<file path="config.mk">
export PLATFORM = sky130hd
export DESIGN_NAME = grid_decomposition_search
export DESIGN_NICKNAME = d
export VERILOG_FILES = /design/src/rtl/gds_pkg.sv /design/src/rtl/gds_div.sv /design/src/rtl/grid_decomposition_search.sv
export SDC_FILE = /design/constraint.sdc
export NUM_CORES = 1
export LEC_CHECK = 0
export BUFFER_PORTS_ARGS = -buffer_cell sky130_fd_sc_hd__buf_2
export CORE_MARGIN = 1
export CORE_UTILIZATION = 35
export DETAILED_ROUTE_END_ITERATION = 10
export GPL_ROUTABILITY_DRIVEN = 0
export GPL_TIMING_DRIVEN = 0
export SETUP_SLACK_MARGIN = 0.15
export SLEW_MARGIN = 20
export SYNTH_ARGS = -nofsm -noshare
export SYNTH_HDL_FRONTEND = slang
export SYNTH_SLANG_ARGS = --single-unit
</file>
<file path="constraint.sdc">
create_clock -name clk_i -period 6.9 [get_ports clk_i]
set_input_delay 0.345 -clock clk_i [delete_from_list [all_inputs] [get_ports clk_i]]
set_output_delay 0.345 -clock clk_i [all_outputs]
set_load 0.01 [all_outputs]
</file>
<file path="src/rtl/gds_pkg.sv">
// Shared types, constants and the microcode ROM of the grid decomposition search.
package gds_pkg;

  localparam int SPLIT_W  = 11;
  localparam int FIELD_W  = 16;
  localparam int S_DATA_W = 48;
  localparam int M_DATA_W = 24;
  localparam int MAX_WORKERS = 1024;
  localparam int PC_W     = 4;

  localparam logic [PC_W-1:0] ST_IDLE = 4'd0;
  localparam logic [PC_W-1:0] ST_SW   = 4'd1;
  localparam logic [PC_W-1:0] ST_WW   = 4'd2;
  localparam logic [PC_W-1:0] ST_SR   = 4'd3;
  localparam logic [PC_W-1:0] ST_WR   = 4'd4;
  localparam logic [PC_W-1:0] ST_SC   = 4'd5;
  localparam logic [PC_W-1:0] ST_WC   = 4'd6;
  localparam logic [PC_W-1:0] ST_BEST = 4'd7;
  localparam logic [PC_W-1:0] ST_NEXT = 4'd8;
  localparam logic [PC_W-1:0] ST_INC  = 4'd9;
  localparam logic [PC_W-1:0] ST_EMIT = 4'd10;

  typedef enum logic [1:0] {DIV_NONE, DIV_WR, DIV_ROWS, DIV_COLS} div_sel_e;
  typedef enum logic [1:0] {H_NONE, H_IN, H_DIV, H_OUT} hold_e;
  typedef enum logic [2:0] {ACT_NONE, ACT_LOAD, ACT_BEST, ACT_INC, ACT_EMIT} act_e;
  typedef enum logic [1:0] {CAP_NONE, CAP_C, CAP_QR, CAP_QC} cap_e;
  typedef enum logic [2:0] {B_NONE, B_ALWAYS, B_BAD, B_REM, B_LAST} br_e;

  typedef struct packed {
    div_sel_e        div_sel;
    hold_e           hold;
    act_e            act;
    cap_e            cap;
    br_e             br;
    logic [PC_W-1:0] target;
  } uword_t;

  function automatic uword_t ucode(input logic [PC_W-1:0] pc);
    uword_t w;
    w = '{DIV_NONE, H_NONE, ACT_NONE, CAP_NONE, B_NONE, ST_IDLE};
    unique case (pc)
      ST_IDLE: w = '{DIV_NONE, H_IN,   ACT_LOAD, CAP_NONE, B_BAD,    ST_EMIT};
      ST_SW:   w = '{DIV_WR,   H_NONE, ACT_NONE, CAP_NONE, B_NONE,   ST_IDLE};
      ST_WW:   w = '{DIV_NONE, H_DIV,  ACT_NONE, CAP_C,    B_REM,    ST_NEXT};
      ST_SR:   w = '{DIV_ROWS, H_NONE, ACT_NONE, CAP_NONE, B_NONE,   ST_IDLE};
      ST_WR:   w = '{DIV_NONE, H_DIV,  ACT_NONE, CAP_QR,   B_REM,    ST_NEXT};
      ST_SC:   w = '{DIV_COLS, H_NONE, ACT_NONE, CAP_NONE, B_NONE,   ST_IDLE};
      ST_WC:   w = '{DIV_NONE, H_DIV,  ACT_NONE, CAP_QC,   B_REM,    ST_NEXT};
      ST_BEST: w = '{DIV_NONE, H_NONE, ACT_BEST, CAP_NONE, B_NONE,   ST_IDLE};
      ST_NEXT: w = '{DIV_NONE, H_NONE, ACT_NONE, CAP_NONE, B_LAST,   ST_EMIT};
      ST_INC:  w = '{DIV_NONE, H_NONE, ACT_INC,  CAP_NONE, B_ALWAYS, ST_SW};
      ST_EMIT: w = '{DIV_NONE, H_OUT,  ACT_EMIT, CAP_NONE, B_ALWAYS, ST_IDLE};
      default: w = '{DIV_NONE, H_NONE, ACT_NONE, CAP_NONE, B_ALWAYS, ST_IDLE};
    endcase
    return w;
  endfunction

endpackage

</file>
<file path="src/rtl/gds_div.sv">
// Restoring divider, one quotient bit per cycle.
module gds_div #(
  parameter int NUM_W = 16,
  parameter int DEN_W = 11
) (
  input  logic             clk_i,
  input  logic             rst_ni,
  input  logic             start_i,
  input  logic [NUM_W-1:0] num_i,
  input  logic [DEN_W-1:0] den_i,
  output logic             busy_o,
  output logic [NUM_W-1:0] quo_o,
  output logic [DEN_W-1:0] rem_o
);

  localparam int CW = $clog2(NUM_W + 1);

  logic             busy_q, busy_d;
  logic [CW-1:0]    cnt_q, cnt_d;
  logic [NUM_W-1:0] quo_q, quo_d;
  logic [DEN_W-1:0] rem_q, rem_d;
  logic [DEN_W-1:0] den_q, den_d;
  logic [DEN_W:0]   trial, diff;
  logic             ge;

  always_comb begin
    trial  = {rem_q, quo_q[NUM_W-1]};
    diff   = trial - {1'b0, den_q};
    ge     = trial >= {1'b0, den_q};
    busy_d = busy_q;
    cnt_d  = cnt_q;
    quo_d  = quo_q;
    rem_d  = rem_q;
    den_d  = den_q;
    if (start_i) begin
      busy_d = 1'b1;
      cnt_d  = CW'(NUM_W);
      quo_d  = num_i;
      rem_d  = '0;
      den_d  = den_i;
    end else if (busy_q) begin
      quo_d = {quo_q[NUM_W-2:0], ge};
      rem_d = ge ? diff[DEN_W-1:0] : trial[DEN_W-1:0];
      cnt_d = cnt_q - 1'b1;
      if (cnt_q == CW'(1)) begin
        busy_d = 1'b0;
      end
    end
  end

  always_ff @(posedge clk_i or negedge rst_ni) begin
    if (!rst_ni) begin
      busy_q <= 1'b0;
      cnt_q  <= '0;
    end else begin
      busy_q <= busy_d;
      cnt_q  <= cnt_d;
    end
  end

  always_ff @(posedge clk_i) begin
    quo_q <= quo_d;
    rem_q <= rem_d;
    den_q <= den_d;
  end

  assign busy_o = busy_q;
  assign quo_o  = quo_q;
  assign rem_o  = rem_q;

endmodule

</file>
<file path="src/rtl/grid_decomposition_search.sv">
// Top level of the grid decomposition search: microcode sequencer and datapath.
//
// Takes one request (rows, columns, workers) and returns one result: the row split with
// the least block perimeter among those that divide workers and rows and whose column
// split divides the columns, ties going to the larger split. One request is in work at
// a time. The single shared divider, with a numerator W = max(DIM_BITS, 11) bits wide and
// DIM_BITS capped at 16, produces one quotient bit per cycle and is used three times for
// each split tried, fewer where an early remainder test fails; it sets the time that a
// request takes.
// Requests with zero workers or more than 1024 workers return at once with found low.
module grid_decomposition_search #(
  parameter int DIM_BITS = 16
) (
  input  logic                          clk_i,
  input  logic                          rst_ni,
  input  logic                          s_axis_tvalid_i,
  output logic                          s_axis_tready_o,
  // grid_rows[15:0], grid_cols[31:16], worker_count[42:32], zero fill
  input  logic [gds_pkg::S_DATA_W-1:0]  s_axis_tdata_i,
  output logic                          m_axis_tvalid_o,
  input  logic                          m_axis_tready_i,
  // row_splits[10:0], col_splits[21:11], zero fill
  output logic [gds_pkg::M_DATA_W-1:0]  m_axis_tdata_o,
  // found[0]
  output logic                          m_axis_tuser_o
);

  localparam int SW = gds_pkg::SPLIT_W;
  localparam int DW = (DIM_BITS < gds_pkg::FIELD_W) ? DIM_BITS : gds_pkg::FIELD_W;
  localparam int NW = (DW > SW) ? DW : SW;

  logic [gds_pkg::PC_W-1:0] pc_q, pc_d;
  gds_pkg::uword_t uw;

  logic [SW-1:0] w_q, r_q, c_q, best_r_q, best_c_q;
  logic [DW-1:0] rows_q, cols_q, qr_q, qc_q;
  logic [DW:0]   best_p_q, perim;
  logic          have_q;

  logic          m_valid_q;
  logic [SW-1:0] m_row_q, m_col_q;
  logic          m_found_q;

  logic          div_start, div_busy;
  logic [NW-1:0] div_num, div_quo;
  logic [SW-1:0] div_den, div_rem;

  logic          held, fire, take, in_bad;
  logic [SW-1:0] in_w;

  assign uw     = gds_pkg::ucode(pc_q);
  assign in_w   = s_axis_tdata_i[42:32];
  assign in_bad = (in_w == '0) || (32'(in_w) > 32'(gds_pkg::MAX_WORKERS));
  assign perim  = {1'b0, qr_q} + {1'b0, qc_q};

  always_comb begin
    unique case (uw.hold)
      gds_pkg::H_NONE: held = 1'b0;
      gds_pkg::H_IN:   held = !s_axis_tvalid_i;
      gds_pkg::H_DIV:  held = div_busy;
      gds_pkg::H_OUT:  held = m_valid_q && !m_axis_tready_i;
      default:         held = 1'b0;
    endcase
    fire = !held;
    unique case (uw.br)
      gds_pkg::B_NONE:   take = 1'b0;
      gds_pkg::B_ALWAYS: take = 1'b1;
      gds_pkg::B_BAD:    take = in_bad;
      gds_pkg::B_REM:    take = div_rem != '0;
      gds_pkg::B_LAST:   take = r_q == w_q;
      default:           take = 1'b0;
    endcase
    if (held) begin
      pc_d = pc_q;
    end else if (take) begin
      pc_d = uw.target;
    end else begin
      pc_d = pc_q + 1'b1;
    end
  end

  always_comb begin
    div_start = 1'b1;
    unique case (uw.div_sel)
      gds_pkg::DIV_NONE: begin
        div_start = 1'b0;
        div_num   = NW'(w_q);
        div_den   = r_q;
      end
      gds_pkg::DIV_WR: begin
        div_num = NW'(w_q);
        div_den = r_q;
      end
      gds_pkg::DIV_ROWS: begin
        div_num = NW'(rows_q);
        div_den = r_q;
      end
      gds_pkg::DIV_COLS: begin
        div_num = NW'(cols_q);
        div_den = c_q;
      end
      default: begin
        div_start = 1'b0;
        div_num   = NW'(w_q);
        div_den   = r_q;
      end
    endcase
  end

  gds_div #(
    .NUM_W(NW),
    .DEN_W(SW)
  ) u_div (
    .clk_i  (clk_i),
    .rst_ni (rst_ni),
    .start_i(div_start),
    .num_i  (div_num),
    .den_i  (div_den),
    .busy_o (div_busy),
    .quo_o  (div_quo),
    .rem_o  (div_rem)
  );

  always_ff @(posedge clk_i or negedge rst_ni) begin
    if (!rst_ni) begin
      pc_q      <= gds_pkg::ST_IDLE;
      have_q    <= 1'b0;
      m_valid_q <= 1'b0;
    end else begin
      pc_q <= pc_d;
      if (fire && uw.act == gds_pkg::ACT_LOAD) begin
        have_q <= 1'b0;
      end else if (fire && uw.act == gds_pkg::ACT_BEST) begin
        have_q <= 1'b1;
      end
      if (fire && uw.act == gds_pkg::ACT_EMIT) begin
        m_valid_q <= 1'b1;
      end else if (m_axis_tready_i) begin
        m_valid_q <= 1'b0;
      end
    end
  end

  always_ff @(posedge clk_i) begin
    if (fire) begin
      unique case (uw.act)
        gds_pkg::ACT_LOAD: begin
          rows_q <= s_axis_tdata_i[DW-1:0];
          cols_q <= s_axis_tdata_i[16+DW-1:16];
          w_q    <= in_w;
          r_q    <= SW'(1);
        end
        gds_pkg::ACT_BEST: begin
          if (!have_q || perim <= best_p_q) begin
            best_p_q <= perim;
            best_r_q <= r_q;
            best_c_q <= c_q;
          end
        end
        gds_pkg::ACT_INC: r_q <= r_q + 1'b1;
        gds_pkg::ACT_EMIT: begin
          m_row_q   <= have_q ? best_r_q : '0;
          m_col_q   <= have_q ? best_c_q : '0;
          m_found_q <= have_q;
        end
        gds_pkg::ACT_NONE: ;
        default: ;
      endcase
      unique case (uw.cap)
        gds_pkg::CAP_C:    c_q  <= div_quo[SW-1:0];
        gds_pkg::CAP_QR:   qr_q <= div_quo[DW-1:0];
        gds_pkg::CAP_QC:   qc_q <= div_quo[DW-1:0];
        gds_pkg::CAP_NONE: ;
        default: ;
      endcase
    end
  end

  assign s_axis_tready_o = uw.act == gds_pkg::ACT_LOAD;
  assign m_axis_tvalid_o = m_valid_q;
  assign m_axis_tdata_o  = {2'b00, m_col_q, m_row_q};
  assign m_axis_tuser_o  = m_found_q;

  a_div_idle_start: assert property (@(posedge clk_i) disable iff (!rst_ni)
    div_start |-> !div_busy)
    else $error("divider started while busy");

  a_found_nonzero: assert property (@(posedge clk_i) disable iff (!rst_ni)
    (m_valid_q && m_found_q) |-> (m_row_q != '0 && m_col_q != '0))
    else $error("found result with zero split");

  a_notfound_zero: assert property (@(posedge clk_i) disable iff (!rst_ni)
    (m_valid_q && !m_found_q) |-> (m_row_q == '0 && m_col_q == '0))
    else $error("empty result with nonzero split");

  a_best_in_range: assert property (@(posedge clk_i) disable iff (!rst_ni)
    (have_q && pc_q != gds_pkg::ST_IDLE) |-> (best_r_q != '0 && best_r_q <= w_q))
    else $error("best split outside worker range");

  a_load_next: assert property (@(posedge clk_i) disable iff (!rst_ni)
    (s_axis_tvalid_i && s_axis_tready_o) |=> (pc_q == gds_pkg::ST_SW || pc_q == gds_pkg::ST_EMIT))
    else $error("bad step after request load");

endmodule

</file>
# --- Word-level counts from Yosys, hierarchy flattened ---
# Memories as Yosys holds them, arrays and structs flattened.
# Index checks and enable logic that the tools add are counted.
classes:
  n_shift: 0
  bitwise: 1
  n_mul: 0
  muxes: 18
  n_eq_ne: 20
  add_sub_neg: 5
  magnitude_cmp: 3
  n_reduce_logical: 25
  div: 0
op_table:
  columns: ["op", "count"]
  rows:
  - ["$pmux W16 S3", 1]
  - ["$pmux W11 S2", 2]
  - ["$mux W16", 2]
  - ["$add A16 B16 Y17", 1]
  - ["$le A17 B17 Y1", 1]
  - ["$eq A2 B2 Y1 const B", 6]
  - ["$eq A3 B2 Y1 const B", 4]
  - ["$ge A12 B11 Y1", 1]
  - ["$reduce_and A2 Y1", 6]
  - ["$add A11 B1 Y11 const B", 1]
  - ["$eq A11 B11 Y1", 1]
  - ["$gt A11 B11 Y1 const B", 1]
  - ["$logic_not A11 Y1", 1]
  - ["$mux W11", 1]
  - ["$reduce_bool A11 Y1", 1]
  - ["$sub A11 B11 Y11", 1]
  - ["$mux W5", 2]
  - ["$pmux W1 S4", 2]
  - ["$mux W1", 7]
  - ["$eq A2 B1 Y1 const B", 3]
  - ["$eq A3 B1 Y1 const B", 2]
  - ["$eq A3 B3 Y1 const B", 2]
  - ["$reduce_bool A2 Y1", 3]
  - ["$eq A5 B1 Y1 const B", 1]
  - ["other kinds (11)", 19]
totals:
  ff_bits: 209
  memories: 1
  inputBits: 52
  mem_bits_ro: 240
  mem_bits_rw: 0
  elab_cells: 94
  latchBits: 0
mem_list:
  columns: ["name", "words", "width", "read_ports", "rd_clocked_by_memory_dff", "write_ports", "line", "rtl"]
  rows:
  - ["(name not given)", 16, 15, 1, 0, 0, "gds_pkg.sv:41", "unique case (pc)"]

# --- Depth between registers and ports, before layout ---
# Gate-level depths: netlist of run 1.
logic_depth:
  ltp_word: 7
  depth_mapped: 14
  mapped_depth_nobuf: 14

# --- By module ---
# From an unflattened synthesis of run 1, not the netlist that was laid out.
unflattened:
  cells_unflattened: 728
  hier_area_um2: 9825.7
by_module_without_submodules:
  columns: ["module", "seq_area_each_um2", "cells_each", "instances", "area_per_inst_um2"]
  rows:
  - ["grid_decomposition_search", 4924.7, 518, 1, 7434.6]
  - ["gds_div", 1181.1, 210, 1, 2391.0]

# --- Least setup slack after synthesis of run 1 ---
# Ideal clock, no wire load.
synth_timing:
  path_kind: "flip-flop to flip-flop"
  from: "register pc_q[0] (netlist bit)"
  to: "register cols_q[0], enable pin"
  path_stages_with_launch: 8
  slack_ns: 0.852
  t_required_ns: 6.350
  setup_ns: 0.550
  arrival_time_ns: 5.497
  n_path_buf: 0
  period_less_slack_ns: 6.048
  cell_sequence: "dfrtp_1 -> inv_1 -> ha_1 -> nand2b_1 -> nand3b_2 -> a21oi_1 -> a21oi_2 -> nor4_1"
synth_between:
  elab_chain_len: 5
synth_lines:
  columns: ["item", "line", "rtl"]
  rows:
  - ["start: declaration", "grid_decomposition_search.sv:32", "logic [gds_pkg::PC_W-1:0] pc_q, pc_d;"]
  - ["start signal: assignment", "grid_decomposition_search.sv:126", "pc_q <= gds_pkg::ST_IDLE;"]
  - ["start signal: assignment", "grid_decomposition_search.sv:130", "pc_q <= pc_d;"]
  - ["$mem_v2 Z16 W15 (*)", null, null]
  - ["$eq A2 B2 Y1, or another cell as far along", "grid_decomposition_search.sv:57", "unique case (uw.hold)"]
  - ["$pmux W1 S4", "grid_decomposition_search.sv:57", null]
  - ["$not A1 Y1 (no line)", null, null]
  - ["$reduce_and A2 Y1 (no line) (*)", null, null]
  - ["end signal: assignment", "grid_decomposition_search.sv:149", "cols_q <= s_axis_tdata_i[16+DW-1:16];"]
  - ["end: declaration", "grid_decomposition_search.sv:36", "logic [DW-1:0] rows_q, cols_q, qr_q, qc_q;"]
# Mark *: on every way between the ends. The rest lies on a longest branch, timed or not.
# A chain may end at the register's enable or synchronous reset.

# --- Final worst setup path of run 1 ---
layout_timing:
  from: "register qr_q[0]"
  to: "register best_r_q[1], enable pin"
layout_between:
  elab_chain_len: 4
layout_lines:
  columns: ["item", "line", "rtl"]
  rows:
  - ["start: declaration", "grid_decomposition_search.sv:36", null]
  - ["start signal: assignment", "grid_decomposition_search.sv:171", "gds_pkg::CAP_QR: qr_q <= div_quo[DW-1:0];"]
  - ["$add A16 B16 Y17", "grid_decomposition_search.sv:54", "assign perim = {1'b0, qr_q} + {1'b0, qc_q};"]
  - ["named net perim[14]", "grid_decomposition_search.sv:37", "logic [DW:0] best_p_q, perim;"]
  - ["$le A17 B17 Y1", "grid_decomposition_search.sv:154", "if (!have_q || perim <= best_p_q) begin"]
  - ["$logic_or A1 B1 Y1", "grid_decomposition_search.sv:154", null]
  - ["$reduce_and A3 Y1 (no line)", null, null]
  - ["end signal: assignment", "grid_decomposition_search.sv:156", "best_r_q <= r_q;"]
  - ["end: declaration", "grid_decomposition_search.sv:35", "logic [SW-1:0] w_q, r_q, c_q, best_r_q, best_c_q;"]
# The timed path passes the listed nets, and every way through them passes these cells.

==> flow_metrics.env, run 1 <==
export IMPL_place_hpwl_mm=15.6
export IMPL_final_nets=1011
export IMPL_critPathTopFamily="compound AO/OA/AOI/OAI gates"
export IMPL_syn_avg_cell_area_sq_um=12.9
export IMPL_final_antenna_net_count=0
export IMPL_use_met3=0.0248
export IMPL_critPathRequiredTime_ns=7.13
export IMPL_vias_per_cell=4.95
export IMPL_synth_area_leaders="edfxtp_1, ha_1, dfrtp_1"
export IMPL_wl_per_cell_um=16.4
export IMPL_slew_headroom=0.338
export IMPL_p_leak_nw=4.50
export IMPL_cts_resized_gates=0
export IMPL_antenna_found_initial=0
export IMPL_std_cell_rows=60
export IMPL_final_common_cell="edfxtp_1"
export IMPL_die_x_um=169
export IMPL_drc=0
export IMPL_crit_type="register to register"
export IMPL_synth_edf_count=186
export IMPL_synthCells=760
export IMPL_pin_count=79
export IMPL_met2_usage=0.245
export IMPL_port_buffers=71
export IMPL_yosysTopAreaCellShare=0.572
export IMPL_finalHoldViolations=0
export IMPL_cts_tree="built"
export IMPL_via_count=6399
export IMPL_synth_seq_cells=209
export IMPL_cap_violations=0
export IMPL_wirelength_mm=21.2
export IMPL_finalWorstSetupSlack_ns=2.05
export IMPL_coreArea_sq_mm=0.0272
export IMPL_grt_usage=0.151
export IMPL_start_util=0.359
export IMPL_synthArstFlopShare=0.0574
export IMPL_yosys_warnings=0
export IMPL_vdd_drop_max_v=0.000256
export IMPL_gr_max_usage_layer="met2"
export IMPL_layout_drive_gt1_share=0.177
export IMPL_synth_top_flop_cell="edfxtp_1"
export IMPL_skew_ns=0.0128
export IMPL_cp_arrival_ns=5.08
export IMPL_dieArea_sq_mm=0.0286
export IMPL_drt_iter0_drc=509
export IMPL_die_y_um=169
export IMPL_cts_buffer_depth=3
export IMPL_fin_tns_setup_ns=0
export IMPL_end_kind="register"
export IMPL_grt_overflow=0
export IMPL_grt_pass1_wl_mm=33.4
export IMPL_min_path_type="input pin to register"
export IMPL_dp_slack_ns=2.03
export IMPL_worstMarginPinSlew_ns=0.968
export IMPL_status="finished, final reports clean"
export IMPL_area_delta_synth_final_pct=21.5
export IMPL_ys_types=69
export IMPL_h_tree_depth=1
export IMPL_slew_viol_final=0
export IMPL_nFillCells=2530
export IMPL_crit_path_max_incr_delay_ns=0.86
export IMPL_cpMostUsedCell="a21oi_1"
export IMPL_setup_viol=0
export IMPL_dp_cells=1219
export IMPL_cts_setup_buffers=0
export IMPL_power_density_mw_per_mm2=430
export IMPL_syn_cell_area_sq_mm=0.00977
export IMPL_root_buffer="clkbuf_16"
export IMPL_critPathSlowestCell="a2111oi_0"
export IMPL_design_area_sq_mm=0.0119
export IMPL_fin_cells=1294
export IMPL_timing_fmax_mhz=206
export IMPL_grt_pass1_vias=6284
export IMPL_num_antenna_cells=0
export IMPL_clkLatencyLatePin_ns=0.52
export IMPL_rsz0062_at_grt="no"
export IMPL_worstPathCellList="ha_1, fa_1, a21oi_1, nand4b_1, a21oi_1, o2111ai_1, nand2_1, o211ai_1, ha_1, o21a_1, o21ai_0, a21oi_1, a2111oi_0, o211a_2, buf_16"
export IMPL_numCtsBuffers=24
export IMPL_seq_area_frac_synth=0.625
export IMPL_grt_met1_usage=0.205
export IMPL_critPathMaxFanout=21
export IMPL_fin_crit_sh=0.703
export IMPL_worstSetupStartpointType="register"
export IMPL_final_cell_mix="edfxtp_1, buf_2, ha_1"
export IMPL_synth_largest_area_cell="edfxtp_1"
export IMPL_path_clk_slew_ns=0.06
export IMPL_drt_first_pass_iters=5
export IMPL_grt_max_degree=22
export IMPL_path_buf_inv=1
export IMPL_cts_num_sinks=209
export IMPL_fin_crit_ns=4.85
export IMPL_post_dp_cell_area_sq_mm=0.0107
export IMPL_postCtsHoldBufs=30
==> registers in the layout, indices dropped and copies added, names as in the netlist, 16 cells and up <==
name	cells
u_div.quo_o	16
qc_q	16
qr_q	16
rows_q	16
cols_q	16
best_p_q	17
==> per-layer routing <==
layer  up-vias  wire length, um
met2       186             9680
met3        39             1200
met1      3022             9780
met5         -                0
li1       3152                -
met4         0              526
==> report_power, final <==
part / leakage, nW / switching, W / total [W] / internal [W]
logic: 2.17 / 0.00101 / 0.00169 / 0.000676
registers: 1.94 / 0.000268 / 0.00213 / 0.00186
clock network: 0.394 / 0.000495 / 0.00128 / 0.000788
total: 4.50 / 0.00178 / 0.00510 / 0.00333
==> cells in the mapped netlist (all sizes together), types with 3 or more instances <==
cell type	n
nor3	14
o21ai	41
a222oi	5
clkbuf	19
edfxtp	186
and3	5
buf	5
or3	9
nor4	8
a31oi	7
mux2	13
nand2	32
a211oi	6
or2	4
o2bb2ai	12
mux2i	4
nand3b	7
o211a	4
nor2	48
xor2	19
a2111oi	4
dfxtp	11
xnor2	14
nor2b	3
a21oi	50
a21o	8
dfrtp	12
nand3	15
nand4	8
o211ai	5
inv	48
nand2b	15
ha	52
and2	25
nor4b	3
o21a	7
==> cell families (layout without fill, tap and decap cells) <==
kind of cell	Yosys count	after routing	share of synthesized area
flip-flops	209	209	0.625
AND/OR/NAND/NOR	201	201	0.108
AO/OA/AOI/OAI	171	171	0.117
buffers and inverters	74	235	0.0301
adder cells (fa/ha/maj)	54	54	0.0707
XOR/XNOR	33	33	0.0296
multiplexers	17	17	0.0191
other	1	2	0.000384
==> final timing paths <==
path | from | end | slack, ns | cells past startpoint
max | qr_q[0] | best_r_q[1] | 2.05 | 15
min in group asynchronous | rst_ni | pc_q[3] | 0.27 | 2
max in group asynchronous | rst_ni | have_q | 6.37 | 2
min | s_axis_tdata_i[28] | cols_q[12] | 0.02 | 1
max reg2reg | qr_q[0] | best_r_q[1] | 2.05 | 15
min reg2reg | c_q[2] | best_c_q[2] | 0.45 | 0
==> cell type report <==
| cell class | instances | area [sq um] | area share |
|---|---|---|---|
| plain buffers | 24 | 108 | 0.00907 |
| clock buffers | 26 | 608 | 0.0512 |
| clock inverters | 17 | 200 | 0.0169 |
| inverters | 50 | 188 | 0.0158 |
| multi-input cells | 478 | 3410 | 0.287 |
| flip-flops and latches | 209 | 6110 | 0.514 |
| well taps | 372 | 465 | 0.0392 |
| repair buffers | 118 | 788 | 0.0664 |
==> metrics by stage <==
stage	power (W)	utilization	hold slack, ns
2_1_floorplan	0.00326	-	0.0494
3_3_place_gp	0.00377	0.390	0.276
3_5_place_dp	0.00382	0.395	0.273
4_1_cts	0.00514	0.436	0.000411
5_1_grt	0.00543	0.437	0.00264
6_report	0.00510	0.437	0.0182
No activity file was read; power rests on OpenSTA's default activity.
==> inputs of run 2 (changes only) <==
==> constraint.sdc (replaced) <==
create_clock -name clk_i -period 4.9 [get_ports clk_i]
set_input_delay 0.245 -clock clk_i [delete_from_list [all_inputs] [get_ports clk_i]]
set_output_delay 0.245 -clock clk_i [all_outputs]
set_load 0.01 [all_outputs]
==> run 2 against run 1 <==
Critical path depth unchanged. Register-to-register slack got worse by 1.5 ns. Non-clock buffer count increased by 9. Core utilization increased by 0.35 points. First-iteration DRC count decreased by 15%. Clock skew increased by 0.0039 ns. Die area unchanged. Hold slack improved by 0.12 ns. Clock-buffer cell count increased by 2. Largest power group unchanged.
==> flow_metrics.env, run 2 (synthesis gave the netlist of run 1 again) <==
export IMPL_status="finished, final reports clean"
export IMPL_fin_crit_sh=0.884
export IMPL_crit_type="register to register"
export IMPL_worstSetupStartpointType="register"
export IMPL_timing_fmax_mhz=231
export IMPL_r2r_start="qr_q[0]"
export IMPL_cts_buffer_depth=3
export IMPL_grt_usage=0.152
export IMPL_drt_first_pass_iters=7
export IMPL_finalHoldViolations=0
export IMPL_fin_crit_ns=4.33
export IMPL_coreArea_sq_mm=0.0272
export IMPL_grt_overflow=0
export IMPL_root_buffer="clkbuf_16"
export IMPL_port_buffers=71
export IMPL_h_tree_depth=1
export IMPL_wl_per_cell_um=16.5
export IMPL_std_cell_rows=60
export IMPL_via_count=6386
export IMPL_critPathMaxFanout=21
export IMPL_min_path_type="input pin to async pin"
export IMPL_final_common_cell="edfxtp_1"
export IMPL_wirelength_mm=21.5
export IMPL_numCtsBuffers=23
export IMPL_final_cell_mix="edfxtp_1, buf_2, ha_1"
export IMPL_rsz0062_at_grt="no"
export IMPL_die_y_um=169
export IMPL_dp_slack_ns=-0.0566
export IMPL_finalWorstSetupSlack_ns=0.569
export IMPL_path_clk_slew_ns=0.06
export IMPL_p_leak_nw=4.51
export IMPL_worstMarginPinSlew_ns=0.931
export IMPL_power_density_mw_per_mm2=598
export IMPL_grt_pass1_wl_mm=33.5
export IMPL_area_delta_synth_final_pct=22.5
export IMPL_drt_iter0_drc=433
export IMPL_layout_drive_gt1_share=0.172
export IMPL_setup_viol=0
export IMPL_dieArea_sq_mm=0.0286
export IMPL_largest_register="best_p_q"
export IMPL_cts_setup_buffers=0
export IMPL_grt_max_degree=22
export IMPL_place_hpwl_mm=15.5
export IMPL_cap_violations=0
export IMPL_final_nets=1019
export IMPL_critPathRequiredTime_ns=5.11
export IMPL_whs_ns=0.142
export IMPL_largest_reg_flops=17
export IMPL_grt_pass1_vias=6211
export IMPL_final_antenna_net_count=0
export IMPL_antenna_found_initial=0
export IMPL_skew_ns=0.0166
export IMPL_cts_num_sinks=209
export IMPL_end_kind="register"
export IMPL_num_antenna_cells=0
export IMPL_cp_startpoint="qr_q[0]"
export IMPL_postLayoutCoreUtil=0.440
export IMPL_start_util=0.359
export IMPL_slew_viol_final=0
export IMPL_drc=0
export IMPL_clkLatencyLatePin_ns=0.52
export IMPL_cp_arrival_ns=4.54
export IMPL_die_x_um=169
export IMPL_nFillCells=2582
export IMPL_cts_tree="built"
export IMPL_vias_per_cell=4.90
export IMPL_slew_headroom=0.380
export IMPL_vdd_drop_max_v=0.000430
export IMPL_pin_count=79
==> run 2: changes by cell type in the layout (fill, tap and decap cells not counted), sizes merged, moves of 2 or more <==
cell	delta
dlygate4sd3	+12
clkinv	-6
buf	-3
clkbuf	+2
clkinvlp	+2
inv	+2
==> run 2: layout make-up <==
type | count | area (sq um) | area share
clock inverter | 14 | 161 | 0.0135
inverter | 50 | 188 | 0.0157
buffer | 24 | 108 | 0.00899
multi-input combinational | 478 | 3430 | 0.287
sequential | 209 | 6110 | 0.510
timing repair buffer | 127 | 915 | 0.0764
clock buffer | 28 | 594 | 0.0497
tap | 372 | 465 | 0.0389
==> run 2: path summary, 6_finish.rpt <==
path	to	slack (ns)	cells after the start
hold / removal	u_div.busy_o	0.14	2
min in group clk_i	pc_q[3]	0.16	4
hold reg to reg	best_r_q[2]	0.45	0
max in group asynchronous	u_div.cnt_q[0]	4.52	2
setup reg to reg	best_p_q[15]	0.57	15
setup / recovery	best_p_q[15]	0.57	15
==> run 2: critical path, cell delays in order (launching register included) <==
cell	delay [ns]
edfxtp_1	0.37
ha_1	0.25
fa_1	0.42
a21oi_1	0.20
nand4b_1	0.18
a21oi_1	0.13
o2111ai_1	0.28
nand2_1	0.11
o211ai_1	0.25
ha_1	0.29
o21a_1	0.11
o21ai_0	0.14
a21oi_1	0.08
a2111oi_2	0.57
o211a_4	0.44
buf_16	0.21
==> run 2: timing repair <==
| action | in CTS | in global routing |
|---|---|---|
| endpoints found under the setup margin | 39 | 19 |
| gates resized for setup | 2 | 1 |
| hold endpoints to repair | 55 | 0 |
| hold buffers | 44 | 0 |
==> run 2: metal layers <==
metal  vias up  GRT usage  routed length [um]
li1       3167          -                   -
met1      3030      0.206                9800
met2       155      0.252               10200
met3        34     0.0222                 926
met4         0     0.0450                 536
met5         -          0                   0
==> run 2: through the flow <==
step | total power [W] | cells | setup TNS (ns) | instance area [sq um]
2_1_floorplan | 0.00459 | 761 | 0 | 9780
3_3_place_gp | 0.00530 | 1204 | -102.98 | 10600
3_5_place_dp | 0.00541 | 1216 | -1.06 | 10800
4_1_cts | 0.00718 | 1302 | 0 | 12000
5_1_grt | 0.00757 | 1302 | 0 | 12000
6_report | 0.00715 | 1302 | 0 | 12000
==> run 2: power breakdown <==
group	internal [W]	total, W	switching, W	leakage [nW]
logic	0.000979	0.00243	0.00145	2.21
clock network	0.00103	0.00173	0.000700	0.361
registers	0.00262	0.00300	0.000374	1.94
total	0.00463	0.00715	0.00252	4.51
==> inputs of run 3 (changes only) <==
--- a/config.mk
+++ b/config.mk
@@ -12,7 +12,7 @@
 export GPL_ROUTABILITY_DRIVEN = 0
 export GPL_TIMING_DRIVEN = 0
 export SETUP_SLACK_MARGIN = 0.15
-export SLEW_MARGIN = 20
 export SYNTH_ARGS = -nofsm -noshare
 export SYNTH_HDL_FRONTEND = slang
+export SYNTH_HIERARCHICAL = 1
 export SYNTH_SLANG_ARGS = --single-unit
==> run 3 against run 2 <==
Clock-buffer cell count up 9. Hold slack lost 0.071 ns. Global-route usage decreased by 0.11 points. Clock power is 9% lower. Sequential cell count did not move. Combinational power is 11% higher. Sequential share of layout area rose by 0.29 points. Highest routed layer unchanged.
==> flow_metrics.env, run 3 <==
export IMPL_pin_count=79
export IMPL_syn_avg_cell_area_sq_um=13.5
export IMPL_path_clk_slew_ns=0.06
export IMPL_finalWorstSetupSlack_ns=0.476
export IMPL_cp_arrival_ns=4.62
export IMPL_path_buf_inv=1
export IMPL_largest_register="best_p_q"
export IMPL_postLayoutCoreUtil=0.437
export IMPL_final_common_cell="edfxtp_1"
export IMPL_dieArea_sq_mm=0.0287
export IMPL_synth_seq_cells=209
export IMPL_cts_tree="built"
export IMPL_post_dp_cell_area_sq_mm=0.0108
export IMPL_dp_slack_ns=0.243
export IMPL_seq_area_frac_synth=0.621
export IMPL_synth_area_leaders="edfxtp_1, ha_1, mux2_2"
export IMPL_area_delta_synth_final_pct=21.1
export IMPL_cts_resized_gates=0
export IMPL_cpMostUsedCell="a21oi_1"
export IMPL_wl_per_cell_um=16.7
export IMPL_synth_largest_area_cell="edfxtp_1"
export IMPL_yosys_warnings=6
export IMPL_num_antenna_cells=0
export IMPL_synth_edf_count=186
export IMPL_design_area_sq_mm=0.0119
export IMPL_drt_iter0_drc=353
export IMPL_yosysTopAreaCellShare=0.568
export IMPL_p_int_w=0.00475
export IMPL_nFillCells=2470
export IMPL_via_count=6088
export IMPL_root_buffer="clkbuf_16"
export IMPL_grt_overflow=0
export IMPL_port_buffers=71
export IMPL_rsz0062_at_grt="no"
export IMPL_numCtsBuffers=23
export IMPL_die_y_um=170
export IMPL_clock_power_share=0.213
export IMPL_synth_top_flop_cell="edfxtp_1"
export IMPL_skew_ns=0.0113
export IMPL_place_hpwl_mm=14.8
export IMPL_cap_violations=0
export IMPL_worstMarginPinSlew_ns=0.934
export IMPL_finalHoldViolations=0
export IMPL_layout_drive_gt1_share=0.184
export IMPL_wirelength_mm=21.1
export IMPL_final_nets=982
export IMPL_antenna_found_initial=0
export IMPL_timing_fmax_mhz=226
export IMPL_grt_max_degree=29
export IMPL_pwr_share_seq=0.420
export IMPL_grt_usage=0.151
export IMPL_worstPathCellList="ha_1, fa_1, a21o_1, a21oi_1, o21ai_0, a31o_2, a21oi_1, a21oi_1, a31o_2, ha_1, nand4_1, o41ai_1, o2111ai_1, a21oi_4, buf_12"
export IMPL_power_switching_w=0.00259
export IMPL_largest_reg_flops=17
export IMPL_vias_per_cell=4.82
export IMPL_syn_cell_area_sq_mm=0.00983
export IMPL_ys_types=73
export IMPL_die_x_um=170
export IMPL_grt_pass1_wl_mm=33.6
export IMPL_drc=0
export IMPL_final_antenna_net_count=0
export IMPL_start_util=0.361
export IMPL_p_sw_frac=0.353
export IMPL_crit_path_max_incr_delay_ns=0.40
export IMPL_synthArstFlopShare=0.0574
export IMPL_pwr_share_comb=0.367
export IMPL_yosysMostFrequentCell="edfxtp_1"
export IMPL_worstSetupStartpointType="register"
export IMPL_slew_headroom=0.376
export IMPL_grt_pass1_vias=6194
export IMPL_fin_crit_sh=0.903
export IMPL_cts_buffer_depth=3
export IMPL_synth_commonest_cells="edfxtp_1, nor2_1, ha_1"
export IMPL_min_path_type="input pin to register"
export IMPL_drt_first_pass_iters=6
export IMPL_std_cell_rows=60
export IMPL_fin_tns_setup_ns=0
export IMPL_clkLatencyLatePin_ns=0.51
export IMPL_coreArea_sq_mm=0.0273
export IMPL_setup_viol=0
export IMPL_slew_viol_final=0
export IMPL_critPathSlowestCell="fa_1"
export IMPL_crit_type="register to register"
export IMPL_status="finished, final reports clean"
export IMPL_final_cell_mix="edfxtp_1, buf_2, nor2_1, ha_1, dlygate4sd3_1"
export IMPL_critPathRequiredTime_ns=5.10
export IMPL_end_kind="register"
export IMPL_critPathMaxFanout=28
export IMPL_cts_num_sinks=209
export IMPL_whs_ns=0.0708
export IMPL_p_leak_nw=4.51
export IMPL_synthCells=728
export IMPL_fin_crit_ns=4.42
export IMPL_h_tree_depth=1
export IMPL_critPathTopFamily="compound AO/OA/AOI/OAI gates"
export IMPL_vdd_drop_max_v=0.000409
export IMPL_power_density_mw_per_mm2=617
-- run 3: cell count changes in the layout (fill, tap and decap cells not counted), sizes merged, moves of 11 or more --
cell | before | now
xnor2 | 14 | 27
a21oi | 50 | 27
nor3b | 0 | 12
o2bb2ai | 12 | 1
o21ai | 41 | 23
mux2 | 13 | 29
a221o | 0 | 11
-- run 3: worst paths after layout --
path / from / endpoint / slack, ns / cells after the start
setup / recovery: qr_q[0] / best_c_q[4] / 0.48 / 15
hold / removal: m_axis_tready_i / m_axis_tvalid_o / 0.07 / 3
setup reg to reg: qr_q[0] / best_c_q[4] / 0.48 / 15
hold reg to reg: c_q[8] / best_c_q[8] / 0.44 / 0
max in group asynchronous: rst_ni / pc_q[2] / 4.47 / 2
min in group asynchronous: rst_ni / have_q / 0.17 / 2
-- run 3: final cells by class --
class / count / area (sq um) / share of cell area
inverters: 43 / 161 / 0.0136
well taps: 372 / 465 / 0.0391
multi-input cells: 450 / 3480 / 0.293
repair buffers: 122 / 885 / 0.0744
clock inverters: 4 / 22.5 / 0.00189
flip-flops and latches: 209 / 6110 / 0.513
clock buffers: 37 / 648 / 0.0545
plain buffers: 27 / 126 / 0.0106
-- run 3: what timing repair did --
action,4_1_cts,5_1_grt
endpoints found under the hold margin,55,0
endpoints found under the setup margin,0,28
setup buffers,0,2
hold buffers,44,0
-- run 3: worst register-to-register path, cell delays in order, from the launching register on --
cell and delay, ns:
edfxtp_1 0.36, ha_1 0.24, fa_1 0.40, a21o_1 0.18, a21oi_1 0.26, o21ai_0 0.20, a31o_2 0.29, a21oi_1 0.23
a21oi_1 0.14, a31o_2 0.28, ha_1 0.29, nand4_1 0.13, o41ai_1 0.38, o2111ai_1 0.24, a21oi_4 0.25, buf_12 0.23
-- run 3: cells by family (layout without fill, tap and decap cells) --
kind of cell	after synthesis	in the layout	synth area share
AO/OA/AOI/OAI	124	124	0.0921
XOR/XNOR	43	43	0.0383
adder cells (fa/ha/maj)	54	54	0.0703
buffers and inverters	70	233	0.0293
flip-flops	209	209	0.621
multiplexers	39	39	0.0442
other	1	2	0.000382
AND/OR/NAND/NOR	188	188	0.104
-- run 3: stage by stage --
step | total power (W) | instances
floorplan | 0.00491 | 729
global placement | 0.00566 | 1172
detailed placement | 0.00578 | 1177
CTS | 0.00740 | 1262
global route | 0.00780 | 1264
finish | 0.00735 | 1264
-- run 3: routing by layer --
| layer | global-route usage | up-vias | wire length (um) |
|---|---|---|---|
| met3 | 0.0226 | 24 | 822 |
| met4 | 0.0360 | 0 | 327 |
| li1 | - | 3005 | - |
| met5 | 0 | - | 0 |
| met2 | 0.260 | 121 | 10200 |
| met1 | 0.199 | 2938 | 9750 |
-- run 3: power groups by stage --
stage | sequential (W) | combinational (W) | clock [W]
4_1_cts | 0.00309 | 0.00269 | 0.00161
5_1_grt | 0.00315 | 0.00298 | 0.00167
3_5_place_dp | 0.00313 | 0.00265 | 0
2_1_floorplan | 0.00296 | 0.00195 | 0
6_report | 0.00309 | 0.00269 | 0.00157
3_3_place_gp | 0.00315 | 0.00251 | 0
